### src/pifp_pkg.sv
// Package for the package index field parser: character codes, hash
// constants, result kinds, error codes and the result record type.
// No dependencies.
package pifp_pkg;

  // Bucket count of the key hash and the width of the hash state.
  localparam int HASH_BUCKETS = 256;
  localparam int HASH_W       = (HASH_BUCKETS > 1) ? $clog2(HASH_BUCKETS) : 1;
  localparam int HASH_SEED    = 5381 % HASH_BUCKETS;

  localparam int MAX_RESULTS = 3;

  localparam logic [7:0] CH_COLON = 8'h3A;
  localparam logic [7:0] CH_NL    = 8'h0A;
  localparam logic [7:0] CH_SPACE = 8'h20;
  localparam logic [7:0] CH_TAB   = 8'h09;

  typedef enum logic [1:0] {
    KIND_KEY   = 2'd0,
    KIND_VALUE = 2'd1,
    KIND_DONE  = 2'd2,
    KIND_ERROR = 2'd3
  } kind_t;

  typedef enum logic [1:0] {
    ERR_BAD_KEYWORD = 2'd0,
    ERR_NL_IN_KEY   = 2'd1,
    ERR_END_IN_KEY  = 2'd2
  } err_t;

  typedef struct packed {
    kind_t       kind;
    logic [7:0]  data;
    logic [7:0]  key_hash;
    logic [15:0] key_length;
    logic [23:0] value_length;
    logic        package_done;
    logic [15:0] package_index;
    logic [23:0] line_number;
    err_t        error_code;
    logic        last;
  } result_t;

  // One djb2 step, h = (h * 33 + c) mod HASH_BUCKETS.
  function automatic logic [HASH_W-1:0] hash_step(input logic [HASH_W-1:0] h,
                                                  input logic [7:0] c);
    logic [HASH_W+7:0] acc;
    acc = ((HASH_W+8)'(h) << 5) + (HASH_W+8)'(h) + (HASH_W+8)'(c);
    return HASH_W'(acc % HASH_BUCKETS);
  endfunction

  // Reduces the hash state to the eight-bit result field.
  function automatic logic [7:0] hash_field(input logic [HASH_W-1:0] h);
    logic [15:0] wide;
    wide = 16'(h);
    return wide[7:0];
  endfunction

  function automatic result_t mk_result(input kind_t kind, input logic [7:0] data,
                                        input logic [7:0] key_hash,
                                        input logic [15:0] key_length,
                                        input logic [23:0] value_length,
                                        input logic package_done,
                                        input logic [15:0] package_index,
                                        input logic [23:0] line_number,
                                        input err_t error_code);
    result_t r;
    r.kind          = kind;
    r.data          = data;
    r.key_hash      = key_hash;
    r.key_length    = key_length;
    r.value_length  = value_length;
    r.package_done  = package_done;
    r.package_index = package_index;
    r.line_number   = line_number;
    r.error_code    = error_code;
    r.last          = 1'b0;
    return r;
  endfunction

endpackage

### src/package_index_field_parser_unit.sv
// Top level of the package index field parser: byte-wise record parser and
// three-slot result buffer.
// Depends on pifp_pkg.
//
// The parser takes one byte of a "key: value" package index file per input
// transfer and produces key bytes, value bytes, a field-done record (key hash,
// key and value lengths, package number and whether the package ends) and
// error records. A byte is accepted in every cycle as long as each byte gives
// at most one result and out_ready is high; a byte with more results (at
// most three, for example a continuation newline plus its whitespace, or a
// field end, the next key byte and an end-in-key error at end of input)
// holds the result port until they have left, because the result buffer
// drains one entry per cycle while out_ready is high and takes the next byte
// only once it holds no more than the result leaving in that cycle. Input
// ready therefore depends combinationally on out_ready. After an error the
// parser swallows bytes without results until the byte marked end_of_input,
// and every byte so marked returns the whole parser to its reset state.
module package_index_field_parser_unit (
  input  logic        clk,
  input  logic        rst_n,
  input  logic        in_valid,
  output logic        in_ready,
  input  logic [7:0]  in_data_byte,
  input  logic        in_end_of_input,
  output logic        out_valid,
  input  logic        out_ready,
  output logic [1:0]  out_kind,
  output logic [7:0]  out_out_byte,
  output logic [7:0]  out_key_hash,
  output logic [15:0] out_key_length,
  output logic [23:0] out_value_length,
  output logic        out_package_done,
  output logic [15:0] out_package_index,
  output logic [23:0] out_line_number,
  output logic [1:0]  out_error_code,
  output logic        out_last
);
  import pifp_pkg::*;

  // Parser phase, one-hot.
  typedef enum logic [5:0] {
    PH_START   = 6'b000001,
    PH_KEY     = 6'b000010,
    PH_VSTART  = 6'b000100,
    PH_VALUE   = 6'b001000,
    PH_NEWLINE = 6'b010000,
    PH_CONT    = 6'b100000
  } phase_t;

  localparam logic [HASH_W-1:0] SEED = HASH_W'(HASH_SEED);

  phase_t            phase_r, phase_nxt;
  logic [HASH_W-1:0] hash_r, hash_nxt;
  logic [15:0]       key_cnt_r, key_cnt_nxt;
  logic [23:0]       val_cnt_r, val_cnt_nxt;
  logic [15:0]       pkg_r, pkg_nxt;
  logic [23:0]       line_r, line_nxt;
  logic              halted_r, halted_nxt;

  // Results of the byte on the input, in order, and how many there are.
  result_t           res_nxt [MAX_RESULTS];
  logic [1:0]        new_cnt;

  // Result buffer: slot 0 is what the result port shows.
  result_t           res_r [MAX_RESULTS];
  logic [1:0]        cnt_r, cnt_nxt;

  logic              in_fire, out_fire, blank;

  assign out_valid = (cnt_r != 2'd0);
  assign out_fire  = out_valid && out_ready;
  // A new byte may enter once the buffer is empty or about to be.
  assign in_ready  = (cnt_r == 2'd0) || ((cnt_r == 2'd1) && out_ready);
  assign in_fire   = in_valid && in_ready;
  assign blank     = (in_data_byte == CH_SPACE) || (in_data_byte == CH_TAB);

  // Parser step. The working values are updated in the same order as the
  // record grammar is walked, so each result picks up the counters as they
  // stand at the moment it is produced.
  always_comb begin
    phase_nxt   = phase_r;
    hash_nxt    = hash_r;
    key_cnt_nxt = key_cnt_r;
    val_cnt_nxt = val_cnt_r;
    pkg_nxt     = pkg_r;
    line_nxt    = line_r;
    halted_nxt  = halted_r;
    new_cnt     = 2'd0;
    res_nxt[0]  = '0;
    res_nxt[1]  = '0;
    res_nxt[2]  = '0;

    if (!halted_r) begin
      unique case (phase_r)
        PH_START: begin
          if (in_data_byte == CH_NL) begin
            if (line_nxt != '1) line_nxt = line_nxt + 24'd1;
          end else if ((in_data_byte == CH_COLON) || blank) begin
            res_nxt[new_cnt] = mk_result(KIND_ERROR, 8'd0, 8'd0, 16'd0, 24'd0, 1'b0,
                                         pkg_nxt, line_nxt, ERR_BAD_KEYWORD);
            new_cnt    = new_cnt + 2'd1;
            halted_nxt = 1'b1;
          end else begin
            hash_nxt    = hash_step(SEED, in_data_byte);
            key_cnt_nxt = 16'd1;
            val_cnt_nxt = 24'd0;
            phase_nxt   = PH_KEY;
            res_nxt[new_cnt] = mk_result(KIND_KEY, in_data_byte, 8'd0, 16'd0, 24'd0,
                                         1'b0, pkg_nxt, line_nxt, ERR_BAD_KEYWORD);
            new_cnt = new_cnt + 2'd1;
          end
        end
        PH_KEY: begin
          if (in_data_byte == CH_COLON) begin
            phase_nxt = PH_VSTART;
          end else if (in_data_byte == CH_NL) begin
            res_nxt[new_cnt] = mk_result(KIND_ERROR, 8'd0, 8'd0, 16'd0, 24'd0, 1'b0,
                                         pkg_nxt, line_nxt, ERR_NL_IN_KEY);
            new_cnt    = new_cnt + 2'd1;
            halted_nxt = 1'b1;
          end else begin
            hash_nxt = hash_step(hash_nxt, in_data_byte);
            if (key_cnt_nxt != '1) key_cnt_nxt = key_cnt_nxt + 16'd1;
            res_nxt[new_cnt] = mk_result(KIND_KEY, in_data_byte, 8'd0, 16'd0, 24'd0,
                                         1'b0, pkg_nxt, line_nxt, ERR_BAD_KEYWORD);
            new_cnt = new_cnt + 2'd1;
          end
        end
        PH_VSTART, PH_VALUE, PH_CONT: begin
          if ((phase_r == PH_VSTART) && (in_data_byte == CH_SPACE)) begin
            // The one space after the colon is dropped.
            phase_nxt = PH_VALUE;
          end else if ((phase_r == PH_CONT) && blank) begin
            if (val_cnt_nxt != '1) val_cnt_nxt = val_cnt_nxt + 24'd1;
            res_nxt[new_cnt] = mk_result(KIND_VALUE, in_data_byte, 8'd0, 16'd0, 24'd0,
                                         1'b0, pkg_nxt, line_nxt, ERR_BAD_KEYWORD);
            new_cnt = new_cnt + 2'd1;
          end else if (in_data_byte == CH_NL) begin
            // The newline is held back until the next byte shows whether
            // the value carries on.
            if (line_nxt != '1) line_nxt = line_nxt + 24'd1;
            phase_nxt = PH_NEWLINE;
          end else begin
            phase_nxt = PH_VALUE;
            if (val_cnt_nxt != '1) val_cnt_nxt = val_cnt_nxt + 24'd1;
            res_nxt[new_cnt] = mk_result(KIND_VALUE, in_data_byte, 8'd0, 16'd0, 24'd0,
                                         1'b0, pkg_nxt, line_nxt, ERR_BAD_KEYWORD);
            new_cnt = new_cnt + 2'd1;
          end
        end
        PH_NEWLINE: begin
          if (blank) begin
            // Continuation line: the held newline and this byte join the value.
            if (val_cnt_nxt != '1) val_cnt_nxt = val_cnt_nxt + 24'd1;
            res_nxt[new_cnt] = mk_result(KIND_VALUE, CH_NL, 8'd0, 16'd0, 24'd0,
                                         1'b0, pkg_nxt, line_nxt, ERR_BAD_KEYWORD);
            new_cnt = new_cnt + 2'd1;
            if (val_cnt_nxt != '1) val_cnt_nxt = val_cnt_nxt + 24'd1;
            res_nxt[new_cnt] = mk_result(KIND_VALUE, in_data_byte, 8'd0, 16'd0, 24'd0,
                                         1'b0, pkg_nxt, line_nxt, ERR_BAD_KEYWORD);
            new_cnt   = new_cnt + 2'd1;
            phase_nxt = PH_CONT;
          end else if (in_data_byte == CH_NL) begin
            // Blank line: the field closes the package.
            res_nxt[new_cnt] = mk_result(KIND_DONE, 8'd0, hash_field(hash_nxt),
                                         key_cnt_nxt, val_cnt_nxt, 1'b1, pkg_nxt,
                                         line_nxt, ERR_BAD_KEYWORD);
            new_cnt = new_cnt + 2'd1;
            if (pkg_nxt != '1) pkg_nxt = pkg_nxt + 16'd1;
            if (line_nxt != '1) line_nxt = line_nxt + 24'd1;
            phase_nxt = PH_START;
          end else begin
            res_nxt[new_cnt] = mk_result(KIND_DONE, 8'd0, hash_field(hash_nxt),
                                         key_cnt_nxt, val_cnt_nxt, 1'b0, pkg_nxt,
                                         line_nxt, ERR_BAD_KEYWORD);
            new_cnt = new_cnt + 2'd1;
            if (in_data_byte == CH_COLON) begin
              res_nxt[new_cnt] = mk_result(KIND_ERROR, 8'd0, 8'd0, 16'd0, 24'd0, 1'b0,
                                           pkg_nxt, line_nxt, ERR_BAD_KEYWORD);
              new_cnt    = new_cnt + 2'd1;
              halted_nxt = 1'b1;
            end else begin
              hash_nxt    = hash_step(SEED, in_data_byte);
              key_cnt_nxt = 16'd1;
              val_cnt_nxt = 24'd0;
              phase_nxt   = PH_KEY;
              res_nxt[new_cnt] = mk_result(KIND_KEY, in_data_byte, 8'd0, 16'd0, 24'd0,
                                           1'b0, pkg_nxt, line_nxt, ERR_BAD_KEYWORD);
              new_cnt = new_cnt + 2'd1;
            end
          end
        end
        default: begin
          phase_nxt = PH_START;
        end
      endcase
    end

    if (in_end_of_input) begin
      // Close whatever is still open, then start afresh for the next file.
      if (!halted_nxt) begin
        if (phase_nxt == PH_KEY) begin
          res_nxt[new_cnt] = mk_result(KIND_ERROR, 8'd0, 8'd0, 16'd0, 24'd0, 1'b0,
                                       pkg_nxt, line_nxt, ERR_END_IN_KEY);
          new_cnt = new_cnt + 2'd1;
        end else if (phase_nxt != PH_START) begin
          res_nxt[new_cnt] = mk_result(KIND_DONE, 8'd0, hash_field(hash_nxt),
                                       key_cnt_nxt, val_cnt_nxt, 1'b1, pkg_nxt,
                                       line_nxt, ERR_BAD_KEYWORD);
          new_cnt = new_cnt + 2'd1;
        end
      end
      phase_nxt   = PH_START;
      hash_nxt    = SEED;
      key_cnt_nxt = 16'd0;
      val_cnt_nxt = 24'd0;
      pkg_nxt     = 16'd0;
      line_nxt    = 24'd1;
      halted_nxt  = 1'b0;
    end

    unique case (new_cnt)
      2'd0: ;
      2'd1: res_nxt[0].last = 1'b1;
      2'd2: res_nxt[1].last = 1'b1;
      2'd3: res_nxt[2].last = 1'b1;
    endcase
  end

  // Occupancy of the result buffer. An accepted byte always finds the buffer
  // empty after this cycle's output transfer, so its results simply load.
  always_comb begin
    cnt_nxt = cnt_r;
    if (in_fire) begin
      cnt_nxt = new_cnt;
    end else if (out_fire) begin
      cnt_nxt = cnt_r - 2'd1;
    end
  end

  always_ff @(posedge clk) begin
    if (!rst_n) begin
      phase_r   <= PH_START;
      hash_r    <= SEED;
      key_cnt_r <= 16'd0;
      val_cnt_r <= 24'd0;
      pkg_r     <= 16'd0;
      line_r    <= 24'd1;
      halted_r  <= 1'b0;
      cnt_r     <= 2'd0;
    end else begin
      if (in_fire) begin
        phase_r   <= phase_nxt;
        hash_r    <= hash_nxt;
        key_cnt_r <= key_cnt_nxt;
        val_cnt_r <= val_cnt_nxt;
        pkg_r     <= pkg_nxt;
        line_r    <= line_nxt;
        halted_r  <= halted_nxt;
      end
      cnt_r <= cnt_nxt;
    end
  end

  // Buffer payload: loads on an input transfer, shifts down on an output one.
  always_ff @(posedge clk) begin
    if (in_fire) begin
      res_r[0] <= res_nxt[0];
      res_r[1] <= res_nxt[1];
      res_r[2] <= res_nxt[2];
    end else if (out_fire) begin
      res_r[0] <= res_r[1];
      res_r[1] <= res_r[2];
    end
  end

  assign out_kind          = res_r[0].kind;
  assign out_out_byte      = res_r[0].data;
  assign out_key_hash      = res_r[0].key_hash;
  assign out_key_length    = res_r[0].key_length;
  assign out_value_length  = res_r[0].value_length;
  assign out_package_done  = res_r[0].package_done;
  assign out_package_index = res_r[0].package_index;
  assign out_line_number   = res_r[0].line_number;
  assign out_error_code    = res_r[0].error_code;
  assign out_last          = res_r[0].last;

  // The final result in the buffer, and only that one, carries last.
  a_last_on_final: assert property (@(posedge clk) disable iff (!rst_n)
    (out_valid && (cnt_r == 2'd1)) |-> res_r[0].last)
    else $error("final buffered result lacks last");

  a_no_early_last: assert property (@(posedge clk) disable iff (!rst_n)
    (out_valid && (cnt_r != 2'd1)) |-> !res_r[0].last)
    else $error("last shown before the final result of a byte");

  // While discarding after an error, accepted bytes give no results.
  a_halted_silent: assert property (@(posedge clk) disable iff (!rst_n)
    (in_fire && halted_r) |=> (cnt_r == 2'd0))
    else $error("result produced while halted");

  // The end of input returns the parser to its reset state.
  a_eoi_resets: assert property (@(posedge clk) disable iff (!rst_n)
    (in_fire && in_end_of_input) |=>
      ((phase_r == PH_START) && (line_r == 24'd1) && !halted_r && (pkg_r == 16'd0)))
    else $error("state not reset after end of input");

endmodule

### config.mk
export PLATFORM = sky130hd
export DESIGN_NAME = package_index_field_parser_unit
export DESIGN_NICKNAME = d
export VERILOG_FILES = /design/src/pifp_pkg.sv /design/src/package_index_field_parser_unit.sv
export SDC_FILE = /design/constraint.sdc
export NUM_CORES = 1
export LEC_CHECK = 0
export ABC_CLOCK_PERIOD_IN_PS = 5520
export BUFFER_PORTS_ARGS = -buffer_cell sky130_fd_sc_hd__buf_4
export CORE_UTILIZATION = 45
export CTS_BUF_LIST = sky130_fd_sc_hd__clkbuf_2
export CTS_CLUSTER_DIAMETER = 120
export DETAILED_ROUTE_END_ITERATION = 8
export PLACE_DENSITY_LB_ADDON = 0.15
export REMOVE_ABC_BUFFERS = 1
export SYNTH_ARGS = -nofsm -noshare
export SYNTH_HDL_FRONTEND = slang
export SYNTH_SLANG_ARGS = --single-unit
### constraint.sdc
create_clock -name clk -period 5.52 [get_ports clk]
set_input_delay 0.552 -clock clk [delete_from_list [all_inputs] [get_ports clk]]
set_output_delay 0.552 -clock clk [all_outputs]
set_load 0.05 [all_outputs]
==> impl_metrics.toml <==
[worst_setup_path]
arrival_ns = 5.67
critPathMaxStageDelay_ns = 0.55
critical_path.slowest_cell = "nor4_4"
crit_family = "simple AND/OR/NAND/NOR gates"
path_cells = "nand3_1, nor4_4, nand2_1, mux2i_1, inv_1, ha_1, nand3_1, o31ai_2, nand3_1, nor3_1, nand2_1, or3_1, a21o_1, a21oi_1, o21ai_0"
cp_max_fo = 6
critPathLaunchType = "register"
cp.required_ns = 6.47
critPathMostFrequentCell = "nand3_1"
crit_type = "register to register"
path_buf_inv = 1
end_kind = "register"

[logic_synthesis]
yosysTopAreaCell = "edfxtp_1"
synthCells = 2505
ys_ff_latch = 392
netlist_top_cells_area = "edfxtp_1 (39%), dfxtp_1 (8.5%), nor2_1 (5.8%)"
synth_most_common_cell = "nor2_1"
synthTopCellsByCount = "nor2_1 (353), edfxtp_1 (295), nand2_1 (252), o21ai_0 (187), clkbuf_1 (154)"
ys_warn_count = 0
syn_avg_cell_area_um2 = 9.15
synth_edf_count = 295
ys_types = 95
ys_seq_area_share_pct = 47.1
ys.flop_type = "edfxtp_1"
yosys.area.top_type_share_pct = 38.6
syn_area_um2 = 22900
synth_async_sr_flop_share_pct = 0

[clock_network]
ctsRootBufferMaster = "clkbuf_2"
clock-sinks = 392
h-tree-depth = 3
clkSlewWorstSetupHoldPaths_ns = 0.12
cts-resized-gates = 0
clkLatencyLatePin_ns = 1.24
cts_tree = "done"
cts_made_buffers = 105
cts_buffer_depth = 3

[place]
io_buffers = 116
place_hpwl_um = 48300
place_inst = 3077
place_congestion = 0.916
dp_slack_ns = 0.599
dpl_cell_area_um2 = 23800

[global_route]
antenna_found_initial = 2
grt_pass1_wl_um = 114000
grt_pass1_vias = 19061
grt_remaining_overflow = 0
groute.usage.overall_pct = 28.9
grt_max_degree = 196

[finish]
drive_gt1_share_pct = 17.1
stdcell_area_um2 = 24900
postLayoutCoreUtil_pct = 49.7
nets = 2564
area_delta_synth_final_pct = 8.70
instances_no_fill = 3294

[sta]
skew_ns = 0.126
tns_ns = 0
period_share_pct = 85.6
slew_viol_final = 0
worst_slew_pin_slew_ns = 1.06
final.setup.worst_slack_ns = 0.797
timing.final.crit_period_ns = 4.72
rsz0062_at_grt = "no"
setup_viol = 0
slew_headroom_pct = 29.2
worst_hold_slack_ns = 0.145
hold_viol = 0
max_clock_freq_mhz = 212

[detailed_routing]
dr.pass1.iters = 6
wl_per_cell_um = 22.5
drt-initial-drc-count = 1850
ant_nets = 0
via_per_inst = 6.02
routed_wl_um = 74100
drc_errors = 0
vias = 19814

[die]
core_um2 = 50200
die-width_um = 228
die_area_um2 = 51800
die_y_um = 228
start_util_pct = 45.7
row_count = 82
num_io_pins = 117

[worst_hold_path]
min_path_type = "primary input to register"

[power_and_ir_drop]
leakagePower_nw = 9.02
irDropWorstVdd_uv = 391
finalPower_mw = 11.4
power_density_nw_per_um2 = 459

[flow_run]
drv_cap = 0

[outcome]
status = "finished, final reports clean"
## worst paths after layout
| kind | from | slack (ns) | endpoint | depth (start not counted) |
|---|---|---|---|---|
| worst max-delay path | val_cnt_r[6]$_SDFFE_PN0P_ | 0.80 | res_r[0][62]$_DFFE_PP_ | 15 |
| worst min-delay path | out_ready | 0.14 | cnt_r[1]$_SDFFE_PN0P_ | 5 |
| worst max register to register | val_cnt_r[6]$_SDFFE_PN0P_ | 0.80 | res_r[0][62]$_DFFE_PP_ | 15 |
| worst min register to register | cnt_r[1]$_SDFFE_PN0P_ | 0.48 | cnt_r[1]$_SDFFE_PN0P_ | 2 |
## state kept, by name, summed over array words and instances, names as in the netlist
name / count
pkg_r: 16
res_r: 295
phase_r: 6
hash_r: 8
line_r: 24
halted_r: 1
cnt_r: 2
val_cnt_r: 24
key_cnt_r: 16
## layout make-up
cell class,count,area (um^2)
timing repair buffer,209,1630
fill,4846,25300
inverter,29,119
antenna,7,17.5
clock buffer,173,866
multi-input combinational,1786,10500
clock inverter,26,133
sequential,392,10800
tap,672,841
## tightest hold or removal path: stages
cell and delay (ns):
buf_4 0.08, nor2b_1 0.30, a21oi_1 0.22, nand2_1 0.11, a21oi_1 0.05
## metal layers
layer,vias up,share of wire (%),track usage [%]
met5,-,0,0
met4,0,2.7,10.2
met3,152,6.8,5.09
met2,817,47,46.5
met1,9658,44,39.1
li1,9187,-,-
## cells in the final DEF, fill, tap and decap left out, drive strengths merged, types with 11 or more instances in the layout
master       Yosys  final
a211oi          19     19
a21o            24     24
a21oi          141    141
a221oi          39     39
a22o            41     41
a22oi           54     54
a31oi           69     69
and2            46     46
and3            26     26
and4            15     15
buf            144    198
clkbuf         154    173
clkinv           0     20
dfxtp           97     97
dlygate4sd3      0     11
edfxtp         295    295
ha              25     25
inv             29     33
nand2          253    253
nand2b          13     13
nand3           87     87
nand4           32     32
nor2           357    357
nor2b           27     27
nor3            49     49
nor4            16     16
o211ai          11     11
o21ai          198    198
o22ai           11     11
o31ai           21     21
or3             13     13
xnor2           48     48
xor2            31     31
## where the power goes
part,switching [mW],internal [mW],total [mW],leakage (nW)
sequential,0.291,4.37,4.66,3.75
combinational,3.48,1.12,4.60,4.48
clock,1.30,0.871,2.17,0.791
total,5.07,6.36,11.4,9.02
## what timing repair did
item | in CTS | in global routing
endpoints found under the setup margin | 0 | 0
hold endpoints to repair | 40 | 0
hold buffers | 11 | 0
setup buffers | 0 | 0
## cell families after synthesis
group	share of synthesized area, %
muxes	0.459
adders and majority gates	1.63
xor gates and xnor gates	3.02
DFF	47.1
and+or+nand+nor	20.2
buffers and inverters	7.25
AOI/OAI and AO/OA	20.4
No activity file was read; power rests on OpenSTA's default activity.
